`src/hw/rtl/interp_table_yield_per_energy_assert.svh`:
```
// Assertion macros for the yield lookup RTL.
// Included by modules that check their own behavior; no other dependencies.
`ifndef INTERP_TABLE_YIELD_PER_ENERGY_ASSERT_SVH
`define INTERP_TABLE_YIELD_PER_ENERGY_ASSERT_SVH

// Same-cycle implication, disabled while reset is active.
`define ITYP_ASSERT_IMP(lbl, clk, rst_n, ante, cons) \
  lbl: assert property (@(posedge clk) disable iff (!rst_n) (ante) |-> (cons)) \
    else $error("ityp: same-cycle check failed");

// Next-cycle implication, disabled while reset is active.
`define ITYP_ASSERT_NXT(lbl, clk, rst_n, ante, cons) \
  lbl: assert property (@(posedge clk) disable iff (!rst_n) (ante) |=> (cons)) \
    else $error("ityp: next-cycle check failed");

`endif

```
`src/hw/rtl/ityp_pkg.sv`:
```
// Package for the yield lookup block: codes, state and command types.
// Used by the controller, the datapath, the divider and the top level.
`timescale 1ns / 1ps
`default_nettype none

package ityp_pkg;

  localparam int unsigned DATA_W    = 32;
  localparam int unsigned CFG_IDX_W = 2;
  localparam int unsigned CNT_REG_W = 11;
  localparam int unsigned PIDX_W    = 10;
  localparam int unsigned DIV_W     = 80;
  localparam int unsigned DIV_LEN_W = 7;

  localparam logic [DIV_LEN_W-1:0] DIV1_LEN = 7'd65;
  localparam logic [DIV_LEN_W-1:0] DIV2_LEN = 7'd64;
  localparam logic [DIV_LEN_W-1:0] DIV3_LEN = 7'd80;

  localparam logic [CFG_IDX_W-1:0] CFG_POINT_COUNT  = 2'd0;
  localparam logic [CFG_IDX_W-1:0] CFG_GAIN         = 2'd1;
  localparam logic [CFG_IDX_W-1:0] CFG_ENERGY_SCALE = 2'd2;

  localparam logic [DATA_W-1:0] GAIN_RESET  = 32'd65536;
  localparam logic [DATA_W-1:0] SCALE_RESET = 32'd92395405;

  localparam logic FUNC_WRITE = 1'b0;
  localparam logic FUNC_QUERY = 1'b1;

  typedef enum logic [1:0] {
    STS_OK    = 2'd0,
    STS_EMPTY = 2'd1,
    STS_RANGE = 2'd2,
    STS_ZERO  = 2'd3
  } status_e;

  typedef enum logic [1:0] {
    MUL_P1 = 2'd0,
    MUL_P0 = 2'd1,
    MUL_GY = 2'd2
  } mul_sel_e;

  typedef enum logic [1:0] {
    DIV_SEG   = 2'd0,
    DIV_SCALE = 2'd1,
    DIV_ENRG  = 2'd2
  } div_sel_e;

  typedef enum logic [3:0] {
    ST_IDLE,
    ST_SCAN,
    ST_MUL_A,
    ST_MUL_B,
    ST_D1_GO,
    ST_D1_WAIT,
    ST_MUL_C,
    ST_D2_GO,
    ST_D2_WAIT,
    ST_D3_GO,
    ST_D3_WAIT,
    ST_FIN
  } state_e;

  typedef struct packed {
    logic     wr;
    logic     start;
    logic     scan;
    logic     mul_en;
    mul_sel_e mul_sel;
    logic     acc_ld;
    logic     div_start;
    div_sel_e div_sel;
    logic     load_out;
    status_e  code;
  } cmd_t;

  typedef struct packed {
    logic n_zero;
    logic hit;
    logic zero_div;
    logic miss;
    logic div_done;
    logic out_busy;
  } sts_t;

endpackage

`default_nettype wire

```
`src/hw/rtl/ityp_ctrl.sv`:
```
// Controller state machine for the yield lookup: sequences scan, multiplies and divides.
// Depends on ityp_pkg for the state, command and status types.
`timescale 1ns / 1ps
`default_nettype none

module ityp_ctrl (
  input  logic           clk_i,
  input  logic           rst_ni,
  input  logic           in_valid_i,
  input  logic           func_i,
  input  ityp_pkg::sts_t sts_i,
  output ityp_pkg::cmd_t cmd_o,
  output logic           in_ready_o
);
  import ityp_pkg::*;

  state_e  state_q, state_d;
  status_e code_q, code_d;

  always_ff @(posedge clk_i or negedge rst_ni) begin
    if (!rst_ni) begin
      state_q <= ST_IDLE;
      code_q  <= STS_OK;
    end else begin
      state_q <= state_d;
      code_q  <= code_d;
    end
  end

  always_comb begin
    state_d    = state_q;
    code_d     = code_q;
    in_ready_o = 1'b0;
    cmd_o      = '0;
    cmd_o.code = code_q;
    case (state_q)
      ST_IDLE: begin
        in_ready_o = 1'b1;
        if (in_valid_i) begin
          if (func_i == FUNC_QUERY) begin
            cmd_o.start = 1'b1;
            state_d     = ST_SCAN;
          end else begin
            cmd_o.wr = 1'b1;
          end
        end
      end
      ST_SCAN: begin
        cmd_o.scan = 1'b1;
        if (sts_i.n_zero) begin
          code_d  = STS_EMPTY;
          state_d = ST_FIN;
        end else if (sts_i.hit) begin
          if (sts_i.zero_div) begin
            code_d  = STS_ZERO;
            state_d = ST_FIN;
          end else begin
            state_d = ST_MUL_A;
          end
        end else if (sts_i.miss) begin
          code_d  = STS_RANGE;
          state_d = ST_FIN;
        end
      end
      ST_MUL_A: begin
        cmd_o.mul_en  = 1'b1;
        cmd_o.mul_sel = MUL_P1;
        state_d       = ST_MUL_B;
      end
      ST_MUL_B: begin
        cmd_o.mul_en  = 1'b1;
        cmd_o.mul_sel = MUL_P0;
        cmd_o.acc_ld  = 1'b1;
        state_d       = ST_D1_GO;
      end
      ST_D1_GO: begin
        cmd_o.div_start = 1'b1;
        cmd_o.div_sel   = DIV_SEG;
        state_d         = ST_D1_WAIT;
      end
      ST_D1_WAIT: begin
        if (sts_i.div_done) begin
          state_d = ST_MUL_C;
        end
      end
      ST_MUL_C: begin
        cmd_o.mul_en  = 1'b1;
        cmd_o.mul_sel = MUL_GY;
        state_d       = ST_D2_GO;
      end
      ST_D2_GO: begin
        cmd_o.div_start = 1'b1;
        cmd_o.div_sel   = DIV_SCALE;
        state_d         = ST_D2_WAIT;
      end
      ST_D2_WAIT: begin
        if (sts_i.div_done) begin
          state_d = ST_D3_GO;
        end
      end
      ST_D3_GO: begin
        cmd_o.div_start = 1'b1;
        cmd_o.div_sel   = DIV_ENRG;
        state_d         = ST_D3_WAIT;
      end
      ST_D3_WAIT: begin
        if (sts_i.div_done) begin
          code_d  = STS_OK;
          state_d = ST_FIN;
        end
      end
      ST_FIN: begin
        if (!sts_i.out_busy) begin
          cmd_o.load_out = 1'b1;
          state_d        = ST_IDLE;
        end
      end
      default: begin
        state_d = ST_IDLE;
      end
    endcase
  end

endmodule

`default_nettype wire

```
`config.mk`:
```
export PLATFORM = sky130hd
export DESIGN_NAME = ityp_ctrl
export DESIGN_NICKNAME = d
export VERILOG_FILES = /design/src/hw/rtl/interp_table_yield_per_energy_assert.svh /design/src/hw/rtl/ityp_pkg.sv /design/src/hw/rtl/ityp_ctrl.sv
export SDC_FILE = /design/constraint.sdc
export NUM_CORES = 1
export LEC_CHECK = 0
export BUFFER_PORTS_ARGS = -buffer_cell sky130_fd_sc_hd__buf_4
export CAP_MARGIN = 30
export CORE_AREA = 4 4 41 43
export CTS_CLUSTER_SIZE = 30
export DETAILED_ROUTE_END_ITERATION = 7
export DIE_AREA = 0 0 45 47
export PLACE_DENSITY = 0.75
export SLEW_MARGIN = 25
export SYNTH_ARGS = -nofsm -noshare
export SYNTH_HDL_FRONTEND = slang
export SYNTH_SLANG_ARGS = --single-unit
```
`constraint.sdc`:
```
create_clock -name clk_i -period 2.4 [get_ports clk_i]
set_input_delay 0.36 -clock clk_i [delete_from_list [all_inputs] [get_ports clk_i]]
set_output_delay 0.36 -clock clk_i [all_outputs]
set_load 0.005 [all_outputs]
```
==> summary.txt <==
Worst setup path
  – Critical path type: flip-flop to primary output
  – Top delay family on crit path: simple AND/OR/NAND/NOR gates
  – CP Launch Type: flip-flop
  – Crit path largest cell delay: 570 ps
  – CP cell instances: nor4_1 -> and3_2 -> buf_4
  – Worst-path maximum fanout: 15
  – Endpoint class of the critical path: primary output
  – Crit path buf inv count: 1
  – R2r setup slk: 460 ps
  – Worst path required time: 2040 ps
  – Data arrival, critical path: around 1700 ps
  – Worst path slowest cell: nor4_1

Synthesis
  – FF+latch count, synth: 6
  – Primary FF master, synth: dfrtp_1
  – Synth area leaders: dfrtp_1 (28%), nand2_1 (5.6%), nor4b_4 (4.4%)
  – Synthesized Nets: 73
  – Post-synthesis mux area share: 4.884%
  – Post-Synth Simple-Gate Area: between 30% and 40%
  – EDFF count, synth: 0
  – Post-synthesis sequential area ratio: 27.91%
  – Synth Area in Adders: 0%
  – Mean post-synth cell area: approximately 8.5 µm²
  – Yosys Warn Count: 0
  – Synth area leader: dfrtp_1
  – Post-Synthesis Cells: 63
  – Main combinational cell family by area after synthesis: simple AND/OR/NAND/NOR gates
  – Top cell type's share of synthesized area: 27.91%
  – Synth Area in Compound Gates: 23.72%
  – Synth Area in XOR/XNOR: approximately 1.6%
  – Yosys cell types: 37
  – Async S/R FF share, synth: 100.0%
  – Synthesized cell area: 538.0 µm²

Final layout
  – # diodes: 0
  – Nets: 97
  – Most frequent cells in the layout: buf_4 (23), nand2_1 (8), dfrtp_1 (6)
  – Most common cell after layout, fill and taps aside: buf_4
  – Share of layout cells above drive strength 1: 38.82%
  – Final Instance Area: 730.7 µm²
  – Area Growth Syn to Fin: 35.81%

Routing
  – Drt drc: 0
  – WL/cell: 13.66 µm
  – Vias post-DR: 539
  – Detail Route Antenna Nets: 0
  – Vias per inst: 5.390
  – Initial DRC Count: 6
  – Drt first pass iters: 4
  – WL final: 1366 µm

STA
  – Setup Skew: between 2 and 3 ps
  – Slew of the pin with the lowest slew margin: 560.1 ps
  – F_max: approximately 0.49 GHz
  – Hold slack: about 450 ps
  – Final hold violation count: 0
  – Crit share post-route: approximately 85%
  – Setup TNS: 0 ps
  – Final setup fails: 0
  – Min Tclk post-route: 2034 ps
  – RSZ-0062 raised after global routing: false
  – Max-slew headroom: 62.32%
  – Final Max Tran Viols: 0

Pwr
  – Clk pwr share: 10.2%
  – Static Leak: 0.3491 nW
  – Sw Ratio: between 40 and 50%
  – PwrDens: roughly 1200 nW/µm²
  – Logic pwr share: between 50% and 60%
  – NetSw: just under 0.4 mW
  – Tot Pwr: 0.8933 mW
  – Sequential power share: 30.2%
  – Maximum vdd drop: 0.0006628 V
  – Int Pwr: 0.5084 mW

Floorplan
  – Row cnt: 13
  – Die area: 2115 µm²
  – Initial Utilization: 41.35%
  – IO Pins: 24
  – Die Ht: between 40 and 50 µm
  – Core area: 1301 µm²
  – Die X: 45 µm

CTS
  – Clock sinks: 6
  – Worst-path clk slew: roughly 40 ps
  – # Post-CTS Setup Buffers: 0
  – CTS H-tree depth: 1
  – Clock Tree Root: clkbuf_4
  – CTS tree: done
  – Clock Path Buffers: 2
  – TritonCTS Buffers: 3
  – Worst skew pair latency: around 240 ps

Placed design
  – GP Congestion: approximately 0.74
  – Placed Area: around 700 µm²
  – Port bufs: 23
  – DPL Wire Length: 1113 µm

Min path
  – Hold Path Class: input pin to flip-flop

Run status
  – Status: completed

Global route
  – Antenna violations before repair: 0
  – First-pass GRT wire length: 2083 µm
  – Overflow after GRT: 0
  – Largest net degree at the start of global routing: 16
  – GRT Total Usage: between 10% and 20%
  – Number of global-route vias before repair: 496

Job
  – # Max-Cap Violations: 0
[cells in the mapped netlist (2+ instances only)]
| library cell | n |
|---|---|
| inv_1 | 3 |
| nor3b_1 | 2 |
| dfrtp_1 | 6 |
| nor2_1 | 5 |
| o2bb2ai_1 | 2 |
| clkbuf_1 | 2 |
| nand2_1 | 8 |
| nor3_1 | 3 |
| a21oi_1 | 3 |
| nor2b_1 | 2 |
[power by group through the flow]
stage                     clock, mW  combinational [mW]  sequential [mW]
final                        0.0912               0.532            0.270
after global routing         0.0981               0.588            0.288
after CTS                    0.0948               0.540            0.267
after detailed placement          0               0.535            0.268
after global placement            0               0.531            0.265
after floorplan                   0               0.434            0.197
[worst min-delay path: cells and delay by family]
family,cells,cell delay [ps]
simple gates,1,80
buf+inv,1,110
compound gates,1,110
[path summary, 6_finish.rpt]
| check | startpoint | to | cells past startpoint |
|---|---|---|---|
| max | state_q[0] | cmd_o[11] | 3 |
| min | sts_i[5] | code_q[0] | 3 |
| max reg2reg | state_q[0] | state_q[0] | 4 |
| min reg2reg | code_q[1] | code_q[1] | 1 |
| max in group asynchronous | rst_ni | state_q[2] | 2 |
| min in group asynchronous | rst_ni | state_q[1] | 2 |
[cell families (layout without fill, tap and decap cells)]
logic type | after synthesis | count (layout)
AO/OA/AOI/OAI | 16 | 16
XOR/XNOR | 1 | 1
AND/OR/NAND/NOR | 30 | 30
buffers and inverters | 8 | 30
flip-flops | 6 | 6
multiplexers | 2 | 2
[metrics by stage]
step	std cells	utilization, %	worst slack, ps
4_1_cts	100	56.15	369.2
2_1_floorplan	63	-	645.2
6_report	100	56.15	365.7
3_3_place_gp	96	53.65	542.3
3_5_place_dp	96	53.65	491.4
5_1_grt	100	56.15	225.7
[routing by layer]
layer / GRT usage, % / part of all wire [%]
met1: 14.32 / 40
met2: 26.27 / 52
met3: 1.916 / 6.6
met4: 7.018 / 1.2
met5: 0 / 0
[sequential cells by signal, indices dropped and copies added, names as in the netlist]
register and cells:
code_q 2, state_q 4
[cell type report]
type                       instances  area (µm²)
fill                             128       570.5
multi-input combinational         49       345.3
timing repair buffer              24       182.7
sequential                         6       150.1
clock buffer                       3       22.52
tap                               15       18.77
inverter                           3       11.26
[repair_timing]
action | 4_1_cts | 5_1_grt
hold buffers | 1 | 0
gates resized for setup | 0 | 0
endpoints found under the hold margin | 6 | 0
(Power assumes the default switching activity.)
